**src/rtl/ckf_pkg.sv**
```systemverilog
`timescale 1ns / 1ps
// ---------------------------------------------------------------------------
// ckf_pkg
// Shared constants, codes and controller/datapath interface types of the
// keyframe color fader.
// ---------------------------------------------------------------------------
package ckf_pkg;

    localparam int NUM_LISTS_DEF   = 4;
    localparam int MAX_ENTRIES_DEF = 16;

    localparam int COLOR_BITS = 10;
    localparam int HOLD_W     = 15;
    localparam int TOTAL_W    = 20;
    localparam int LC_W       = 3;
    localparam int TR_W       = 16;
    localparam int CL_W       = 3;
    localparam int KF_W       = 3 * COLOR_BITS + HOLD_W;
    localparam int DIV_N_W    = 32;
    localparam int DIV_D_W    = TOTAL_W;
    localparam int PROD_W     = COLOR_BITS + TR_W;

    localparam logic [TOTAL_W-1:0] TOTAL_MAX = '1;
    localparam int LIST_COUNT_RST = 4;
    localparam int TRANSITION_RST = 1000;

    localparam logic [1:0] MODE_LOAD  = 2'd0;
    localparam logic [1:0] MODE_QUERY = 2'd1;
    localparam logic [1:0] MODE_ADV   = 2'd2;

    localparam logic CFG_LIST_COUNT = 1'b0;
    localparam logic CFG_TRANSITION = 1'b1;

    localparam logic [1:0] OSEL_ZERO = 2'd0;
    localparam logic [1:0] OSEL_CUR  = 2'd1;
    localparam logic [1:0] OSEL_XF   = 2'd2;

    localparam logic [1:0] DST_CUR  = 2'd0;
    localparam logic [1:0] DST_LAST = 2'd1;
    localparam logic [1:0] DST_XF   = 2'd2;

    typedef struct packed {
        logic       accept;
        logic       exec;
        logic       fade;
        logic       wl_cur;
        logic       wl_prev;
        logic       div_mod;
        logic       take_mod;
        logic       rd_walk;
        logic       walk_step;
        logic       rd_seg;
        logic       get_seg;
        logic       rd_pred;
        logic       get_pred;
        logic       bl_clr;
        logic       bl_mul;
        logic       bl_div;
        logic       bl_take;
        logic [1:0] bl_dst;
        logic       set_status;
        logic       load_out;
        logic [1:0] out_sel;
    } ckf_cmd_t;

    typedef struct packed {
        logic [1:0] mode;
        logic       empty;
        logic       walk_hit;
        logic       walk_last;
        logic       div_done;
        logic       k_last;
        logic       fading;
        logic       out_free;
    } ckf_stat_t;

endpackage

```
**src/rtl/ckf_ctrl.sv**
```systemverilog
`timescale 1ns / 1ps
// ---------------------------------------------------------------------------
// ckf_ctrl
// Sequencer: item intake, list walks, blend passes and result hand-off.
// ---------------------------------------------------------------------------
module ckf_ctrl
    import ckf_pkg::*;
(
    input  logic      clk,
    input  logic      rst_n,
    input  logic      in_valid,
    output logic      in_stall,
    input  ckf_stat_t stat,
    output ckf_cmd_t  cmd
);

    localparam logic [3:0] S_IDLE   = 4'd0;
    localparam logic [3:0] S_EXEC   = 4'd1;
    localparam logic [3:0] S_FADE   = 4'd2;
    localparam logic [3:0] S_LSTART = 4'd3;
    localparam logic [3:0] S_MOD    = 4'd4;
    localparam logic [3:0] S_WRD    = 4'd5;
    localparam logic [3:0] S_WCHK   = 4'd6;
    localparam logic [3:0] S_RDC    = 4'd7;
    localparam logic [3:0] S_GETC   = 4'd8;
    localparam logic [3:0] S_RDP    = 4'd9;
    localparam logic [3:0] S_GETP   = 4'd10;
    localparam logic [3:0] S_BMUL   = 4'd11;
    localparam logic [3:0] S_BDIV   = 4'd12;
    localparam logic [3:0] S_BWAIT  = 4'd13;
    localparam logic [3:0] S_OUT    = 4'd14;

    logic [3:0] state_reg;
    logic [3:0] state_next;
    logic       pass_reg;
    logic       pass_next;
    logic       xf_reg;
    logic       xf_next;
    logic [1:0] osel_reg;
    logic [1:0] osel_next;
    logic [1:0] dst;

    assign dst = xf_reg ? DST_XF : (pass_reg ? DST_LAST : DST_CUR);

    always_ff @(posedge clk or negedge rst_n)
    begin
        if (!rst_n)
        begin
            state_reg <= S_IDLE;
            pass_reg  <= 1'b0;
            xf_reg    <= 1'b0;
            osel_reg  <= OSEL_ZERO;
        end
        else
        begin
            state_reg <= state_next;
            pass_reg  <= pass_next;
            xf_reg    <= xf_next;
            osel_reg  <= osel_next;
        end
    end

    always_comb
    begin
        state_next = state_reg;
        pass_next  = pass_reg;
        xf_next    = xf_reg;
        osel_next  = osel_reg;
        cmd        = '0;
        cmd.bl_dst = dst;
        cmd.out_sel = osel_reg;
        case (state_reg)
            S_IDLE:
            begin
                if (in_valid)
                begin
                    cmd.accept = 1'b1;
                    state_next = S_EXEC;
                end
            end
            S_EXEC:
            begin
                cmd.exec   = 1'b1;
                state_next = S_FADE;
            end
            S_FADE:
            begin
                cmd.fade  = 1'b1;
                pass_next = 1'b0;
                xf_next   = 1'b0;
                if (stat.mode == MODE_QUERY)
                begin
                    cmd.wl_cur = 1'b1;
                    state_next = S_LSTART;
                end
                else
                begin
                    osel_next  = OSEL_ZERO;
                    state_next = S_OUT;
                end
            end
            S_LSTART:
            begin
                if (stat.empty)
                begin
                    cmd.set_status = 1'b1;
                    osel_next      = OSEL_ZERO;
                    state_next     = S_OUT;
                end
                else
                begin
                    cmd.div_mod = 1'b1;
                    state_next  = S_MOD;
                end
            end
            S_MOD:
            begin
                if (stat.div_done)
                begin
                    cmd.take_mod = 1'b1;
                    state_next   = S_WRD;
                end
            end
            S_WRD:
            begin
                cmd.rd_walk = 1'b1;
                state_next  = S_WCHK;
            end
            S_WCHK:
            begin
                cmd.walk_step = 1'b1;
                state_next    = (stat.walk_hit || stat.walk_last) ? S_RDC : S_WRD;
            end
            S_RDC:
            begin
                cmd.rd_seg = 1'b1;
                state_next = S_GETC;
            end
            S_GETC:
            begin
                cmd.get_seg = 1'b1;
                state_next  = S_RDP;
            end
            S_RDP:
            begin
                cmd.rd_pred = 1'b1;
                state_next  = S_GETP;
            end
            S_GETP:
            begin
                cmd.get_pred = 1'b1;
                cmd.bl_clr   = 1'b1;
                state_next   = S_BMUL;
            end
            S_BMUL:
            begin
                cmd.bl_mul = 1'b1;
                state_next = S_BDIV;
            end
            S_BDIV:
            begin
                cmd.bl_div = 1'b1;
                state_next = S_BWAIT;
            end
            S_BWAIT:
            begin
                if (stat.div_done)
                begin
                    cmd.bl_take = 1'b1;
                    if (!stat.k_last)
                    begin
                        state_next = S_BMUL;
                    end
                    else if (xf_reg)
                    begin
                        osel_next  = OSEL_XF;
                        state_next = S_OUT;
                    end
                    else if (pass_reg)
                    begin
                        xf_next    = 1'b1;
                        cmd.bl_clr = 1'b1;
                        state_next = S_BMUL;
                    end
                    else if (!stat.fading)
                    begin
                        osel_next  = OSEL_CUR;
                        state_next = S_OUT;
                    end
                    else
                    begin
                        pass_next   = 1'b1;
                        cmd.wl_prev = 1'b1;
                        state_next  = S_LSTART;
                    end
                end
            end
            S_OUT:
            begin
                if (stat.out_free)
                begin
                    cmd.load_out = 1'b1;
                    state_next   = S_IDLE;
                end
            end
            default:
            begin
                state_next = S_IDLE;
            end
        endcase
    end

    assign in_stall = (state_reg != S_IDLE);

endmodule

```
**config.mk**
```make
export PLATFORM = sky130hd
export DESIGN_NAME = ckf_ctrl
export DESIGN_NICKNAME = d
export VERILOG_FILES = /design/src/rtl/ckf_pkg.sv /design/src/rtl/ckf_ctrl.sv
export SDC_FILE = /design/constraint.sdc
export NUM_CORES = 1
export LEC_CHECK = 0
export BUFFER_PORTS_ARGS = -buffer_cell sky130_fd_sc_hd__buf_2
export CAP_MARGIN = 20
export CORE_UTILIZATION = 25
export CTS_CLUSTER_SIZE = 30
export DETAILED_ROUTE_END_ITERATION = 6
export SLEW_MARGIN = 20
export SYNTH_ARGS = -nofsm -noshare
export SYNTH_HDL_FRONTEND = slang
export SYNTH_SLANG_ARGS = --single-unit
```
**constraint.sdc**
```tcl
create_clock -name clk -period 2.3 [get_ports clk]
set_input_delay 0.23 -clock clk [delete_from_list [all_inputs] [get_ports clk]]
set_output_delay 0.23 -clock clk [all_outputs]
set_load 0.1 [all_outputs]
```
# Word level (Yosys, flattened, before mapping)
# Cells that the tools add are included.
# totals
ff_bits	8
in_bits	12
out_inout_bits	24
wordCells	102
# classes
muxes	64
n_eq_ne	25
reduce_logical	9
# ops
cell	count
$pmux 4 s15	1
$mux 4	10
$mux 1	39
$eq 4x4->1 const B	7
$mux 2	10
$eq 4x3->1 const B	4
$ne 2x2->1 const B	8
$eq 4x2->1 const B	2
$reduce_and 4->1	2
$reduce_and 7->1	1
$ne 3x3->1 const B	2
$pmux 1 s2	3
$pmux 2 s3	1
$eq 4x1->1 const B	1
$logic_not 4->1	1
$reduce_bool 4->1	1
$reduce_and 3->1	1
$reduce_bool 3->1	1
$eq 2x1->1 const B	1
$reduce_bool 2->1	1
$logic_or 1x1->1	1

# Logic depth before layout (Yosys ltp)
# Gate-level depths: netlist (run 1).
# logic_depth
depth_word	6
depth_mapped	7
depth_no_buf	5

# Worst setup path after synthesis (run 1)
# Ideal clock, no wire load.
# synth_timing
path_type	register to output
startpoint	register state_reg[2]
endpoint	output cmd[16] (netlist bit)
t_required_ps	2070
arrival_ps	4004
stages_incl_launch_ff	5
n_path_buf	2
path_slack_ps	-1934
cell_sequence	dfrtp_1 -> buf_4 -> clkbuf_1 -> nand2b_1 -> nor4b_1
# synth_rtl
item	line	rtl
start, declared	ckf_ctrl.sv:33	logic [3:0] state_reg;
start signal, assigned	ckf_ctrl.sv:56	state_reg <= state_next;
end, declared	ckf_ctrl.sv:14	output ckf_cmd_t cmd

==> results.sh, run 1 <==
export IMPL_netlist_area_sq_um=808
export IMPL_cts_tree="built"
export IMPL_drcViolationCount=0
export IMPL_hold_violations=0
export IMPL_initial_core_util=0.265
export IMPL_drtIter0Drc=20
export IMPL_hold_path_class="input port to register"
export IMPL_dp_hpwl_um=1820
export IMPL_root_buffer="clkbuf_4"
export IMPL_grt_total_usage=0.142
export IMPL_regArea_sq_um=200
export IMPL_syn_to_final_growth_pct=39.3
export IMPL_synth_nets=117
export IMPL_synth_xor_area_share=0
export IMPL_finalSetupViolations=0
export IMPL_synthAdderAreaFrac=0
export IMPL_ys_seq_area_frac=0.248
export IMPL_port_buffers=35
export IMPL_path_cells="nand2_1, nor3_2, buf_2"
export IMPL_path_max_fanout=14
export IMPL_grt_first_pass_wirelength_um=3820
export IMPL_ys_ff_latch=8
export IMPL_dr_pass1_iters=4
export IMPL_clock_latency_ns=0.25
export IMPL_grt_pass1_vias=820
export IMPL_cts_sink_count=8
export IMPL_highest_layer="met4"
export IMPL_status="completed"
export IMPL_multiInputGateArea_sq_um=592
export IMPL_final_max_slew_viol_count=0
export IMPL_die_w_um=58.9
export IMPL_synthMuxAreaShare=0.0418
export IMPL_fin_crit_sh=0.925
export IMPL_tns_ns=0
export IMPL_htreeDepth=1
export IMPL_skew_ns=0.00509
export IMPL_postSynthAreaPerCell_sq_um=7.70
export IMPL_clkTransAtPathRegs_ns=0.05
export IMPL_crit_arrival_ns=1.90
export IMPL_layout_min_cycle_time_ns=2.13
export IMPL_wire_per_inst_um=13.1
export IMPL_post_cts_buffers=0
export IMPL_diodes=0
export IMPL_synthCells=105
export IMPL_synth_ff_type="dfrtp_1"
export IMPL_numCtsBuffers=3
export IMPL_dr_wl_met3_um=144
export IMPL_synthSimpleGateAreaFrac=0.379
export IMPL_grt_overflow_total=0
export IMPL_relSlewSlack=0.633
export IMPL_vias=915
export IMPL_start_kind="register"
export IMPL_synth_edf_count=0
export IMPL_synth_distinct_cells=37
export IMPL_cp_end_kind="output port"
export IMPL_critPathSlowestCell="dfrtp_1"
export IMPL_largest_reg_flops=4
export IMPL_cap_violations=0
export IMPL_routed_wl_met2_um=1090
export IMPL_tightest_slew_ns=0.551
export IMPL_crit_family="flip-flops"
export IMPL_die_y_um=58.9
export IMPL_synth_top_family_by_area="simple AND/OR/NAND/NOR gates"
export IMPL_core_sq_um=3050
export IMPL_antenna_found_initial=0
export IMPL_ant_nets=0
export IMPL_drt_met1_wl_um=1120
export IMPL_ys_warn_count=0
export IMPL_nNetsFinal=151
export IMPL_crit_path_max_incr_delay_ns=0.68
export IMPL_fmax_mhz=470
export IMPL_cts_path_max_buffers=2
export IMPL_n_fill_cell=340
export IMPL_core_rowCount=20
export IMPL_grt_max_degree=15
export IMPL_synthArstFlopShare=1.00
export IMPL_die_area_sq_um=3460
export IMPL_critical_path_required_ns=2.07
export IMPL_routed_via_density=5.06
export IMPL_rsz0062_at_grt="no"
export IMPL_synth_compound_area_frac=0.241
export IMPL_ios=36
export IMPL_path_buf_inv=1
export IMPL_crit_type="register to output port"
export IMPL_cts_resized=0
export IMPL_place_gp_congestion=0.833
export IMPL_drive_above_1_share=0.445
export IMPL_wl_um=2370
cell families (layout without fill, tap and decap cells):
kind of cell | after synthesis | count (layout)
mux | 3 | 3
compound gates | 30 | 30
buf+inv | 14 | 46
flops | 8 | 8
simple gates | 50 | 50
cell type report:
type	count	share of cell area
clock buffers	3	0.0200
flip-flops and latches	8	0.178
well taps	44	0.0489
inverters	3	0.0100
multi-input cells	83	0.526
repair buffers	40	0.218
per-stage QoR:
stage          utilization  worst slack, ns  std cells  area (sq um)  hold slack [ns]
3_5_place_dp         0.358            0.373        177          1090           0.0799
6_report             0.369            0.173        181          1130            0.277
4_1_cts              0.369            0.156        181          1130            0.270
3_3_place_gp         0.358            0.456        177          1090           0.0783
5_1_grt              0.369           0.0751        181          1130            0.315
2_1_floorplan            -           -0.601        105           865          -0.0656
cell usage in the layout (no fill, tap or decap), types with 2 or more instances in the layout:
| cell | Yosys | final |
|---|---|---|
| clkbuf_4 | 0 | 3 |
| buf_12 | 0 | 2 |
| or3_1 | 2 | 2 |
| o31ai_1 | 3 | 3 |
| and2_1 | 2 | 2 |
| a31oi_1 | 2 | 2 |
| and3_1 | 2 | 2 |
| buf_4 | 2 | 4 |
| inv_1 | 3 | 3 |
| o21ai_0 | 6 | 6 |
| mux2_1 | 3 | 3 |
| nor3_1 | 8 | 3 |
| nand2_1 | 5 | 5 |
| nor4_4 | 1 | 2 |
| nand2b_1 | 5 | 5 |
| buf_2 | 4 | 33 |
| o22ai_1 | 2 | 2 |
| nor3_2 | 1 | 6 |
| dfrtp_1 | 8 | 8 |
| nor2_2 | 0 | 2 |
| a21oi_1 | 8 | 8 |
| nor2_1 | 15 | 12 |
final timing paths:
| kind | startpoint | end | slack, ns | depth (start not counted) |
|---|---|---|---|---|
| setup / recovery | state_reg[3] | cmd[2] | 0.17 | 3 |
| setup reg to reg | state_reg[3] | osel_reg[1] | 0.37 | 5 |
| hold reg to reg | osel_reg[0] | osel_reg[0] | 0.49 | 1 |
| min in group asynchronous | rst_n | osel_reg[0] | 0.35 | 2 |
| hold / removal | stat[1] | pass_reg | 0.28 | 3 |
| max in group asynchronous | rst_n | state_reg[3] | 1.79 | 2 |
layer usage:
metal / GRT usage / vias to the layer above
li1: - / 442
met4: 0.0204 / 0
met5: 0 / -
met1: 0.208 / 434
met3: 0.0308 / 2
met2: 0.218 / 37
Yosys cell counts (2+ instances only):
master / n / area share
o22ai_1: 2 / 0.015
and2_1: 2 / 0.015
nor2b_1: 2 / 0.015
inv_1: 3 / 0.014
buf_2: 4 / 0.025
nand2b_1: 5 / 0.039
or3_1: 2 / 0.015
nand2_1: 5 / 0.023
nor2_1: 15 / 0.070
dfrtp_1: 8 / 0.25
buf_4: 2 / 0.019
mux2_1: 3 / 0.042
a31oi_1: 2 / 0.015
nor3_1: 8 / 0.050
a21o_1: 2 / 0.019
o21ai_0: 6 / 0.037
a21oi_1: 8 / 0.050
clkbuf_1: 4 / 0.019
and3_1: 2 / 0.015
o31ai_1: 3 / 0.028
repair_timing:
action / in CTS / in global routing
hold endpoints to repair: 8 / 0
endpoints found under the setup margin: 0 / 0
hold buffers: 1 / 0
tightest hold or removal path: stages:
cell     delay, ns
buf_2         0.11
a31oi_1       0.07
nor2_1        0.08
Power of run 1 is not shown: default switching activity piles up to over one toggle a cycle in this logic, so the estimate is an artifact.
==> run 2, diff against run 1 <==
Settings changed: TNS_END_PERCENT from default to 100.
Clock period 2.3 ns to 1.9 ns, I/O delays scaled along.
==> run 2 against run 1 <==
Worst hold slack worse by 0.019 ns. Sequential share of layout area down 4.3 points. Non-clock buffer count up 3. Final area up 32%. Register-to-register slack worse by 0.18 ns. Global-route usage up 1.3 points. Clock-buffer cell count unchanged. Via count up 2.3%. Cell count up 1.7%. Critical endpoint is now cmd[3].
==> results.sh, run 2 (synthesized netlist as in run 1, its figures left out) <==
export IMPL_status="completed"
export IMPL_ant_nets=0
export IMPL_grt_first_pass_wirelength_um=4210
export IMPL_drtIter0Drc=20
export IMPL_cp_endpoint="cmd[3]"
export IMPL_place_gp_congestion=0.873
export IMPL_die_area_sq_um=3460
export IMPL_post_cts_buffers=0
export IMPL_grt_overflow_total=0
export IMPL_rsz0062_at_grt="no"
export IMPL_tightest_slew_ns=0.494
export IMPL_clock_latency_ns=0.24
export IMPL_core_rowCount=20
export IMPL_wl_um=2460
export IMPL_final_max_slew_viol_count=0
export IMPL_root_buffer="clkbuf_4"
export IMPL_skew_ns=0.000979
export IMPL_tns_ns=0
export IMPL_dp_cells=180
export IMPL_stdcell_count=184
export IMPL_initial_core_util=0.265
export IMPL_die_w_um=58.9
export IMPL_diodes=0
export IMPL_rr_endpoint="osel_reg[0]"
export IMPL_grt_pass1_vias=886
export IMPL_wire_per_inst_um=13.4
export IMPL_syn_to_final_growth_pct=83.4
export IMPL_drive_above_1_share=0.493
export IMPL_final_common_cell="buf_12"
export IMPL_cts_tree="built"
export IMPL_core_sq_um=3050
export IMPL_die_y_um=58.9
export IMPL_mostFrequentLayoutCells="buf_12, buf_2, nor2_1"
export IMPL_numCtsBuffers=3
export IMPL_htreeDepth=1
export IMPL_relSlewSlack=0.667
export IMPL_crit_type="register to output port"
export IMPL_cp_startpoint="state_reg[3]"
export IMPL_path_max_fanout=8
export IMPL_dr_pass1_iters=4
export IMPL_critical_path_required_ns=1.71
export IMPL_grt_max_degree=21
export IMPL_clkTransAtPathRegs_ns=0.05
export IMPL_port_buffers=35
export IMPL_r2r_setup_slack_ns=0.19
export IMPL_dpl_instance_area_sq_um=1450
export IMPL_cts_sink_count=8
export IMPL_fin_crit_sh=0.969
export IMPL_largest_reg_flops=4
export IMPL_grt_total_usage=0.155
export IMPL_cap_violations=0
export IMPL_cp_end_kind="output port"
export IMPL_hold_path_class="input port to register"
export IMPL_cts_path_max_buffers=2
export IMPL_nNetsFinal=154
export IMPL_antenna_found_initial=0
export IMPL_final_area_sq_um=1480
export IMPL_start_kind="register"
export IMPL_ios=36
export IMPL_layout_min_cycle_time_ns=1.84
export IMPL_hold_ws_ns=0.258
export IMPL_hold_violations=0
export IMPL_fmax_mhz=543
export IMPL_r2r_start="state_reg[1]"
export IMPL_vias=936
export IMPL_dp_hpwl_um=1930
export IMPL_drcViolationCount=0
export IMPL_crit_arrival_ns=1.65
export IMPL_finalSetupViolations=0
export IMPL_routed_via_density=5.09
export IMPL_n_fill_cell=317
export IMPL_r2r_cells=5
run 2: changes by cell type in the layout (fill, tap and decap cells not counted), sizes merged:
cell / delta
buf: +3
run 2: what timing repair did:
action / 4_1_cts / 5_1_grt
endpoints found under the hold margin: 8 / 0
resized for setup: 0 / 2
setup endpoints to repair: 0 / 4
hold buffers: 1 / 0
run 2: how the worst min path moves through the flow:
| stage | start | to | slack, ns | depth (start not counted) |
|---|---|---|---|---|
| floorplan | rst_n | osel_reg[0] | -0.11 | 0 |
| global placement | rst_n | state_reg[3] | 0.04 | 1 |
| detailed placement | rst_n | state_reg[1] | 0.03 | 1 |
| CTS | stat[1] | pass_reg | 0.25 | 3 |
| global route | stat[1] | pass_reg | 0.26 | 3 |
| finish | stat[1] | pass_reg | 0.26 | 3 |
run 2: final cells by class:
class	count	area, sq um	share of cell area
flip-flops and latches	8	200	0.135
multi-input cells	83	643	0.434
well taps	44	55.1	0.0371
inverters	3	11.3	0.00759
clock buffers	3	22.5	0.0152
repair buffers	43	551	0.371
run 2: routing by layer:
| metal | up-vias | track usage | routed length, um | part of all wire |
|---|---|---|---|---|
| li1 | 454 | - | - | - |
| met1 | 441 | 0.220 | 1190 | 0.48 |
| met2 | 41 | 0.248 | 1110 | 0.45 |
| met3 | 0 | 0.0352 | 162 | 0.066 |
| met4 | 0 | 0.0102 | 0 | 0 |
| met5 | - | 0 | 0 | 0 |
run 2: worst max-delay path, cell delays in order, from the launching register on:
cell	delay, ns
dfrtp_1	0.41
buf_4	0.19
nor2_1	0.31
and4_1	0.30
buf_12	0.18
run 2: metrics by stage:
stage	util	setup slack, ns
2_1_floorplan	-	-0.587
3_3_place_gp	0.473	0.234
3_5_place_dp	0.473	0.188
4_1_cts	0.484	0.0254
5_1_grt	0.486	0.00151
6_report	0.486	0.0594
Power of run 2 is left out for the same reason.
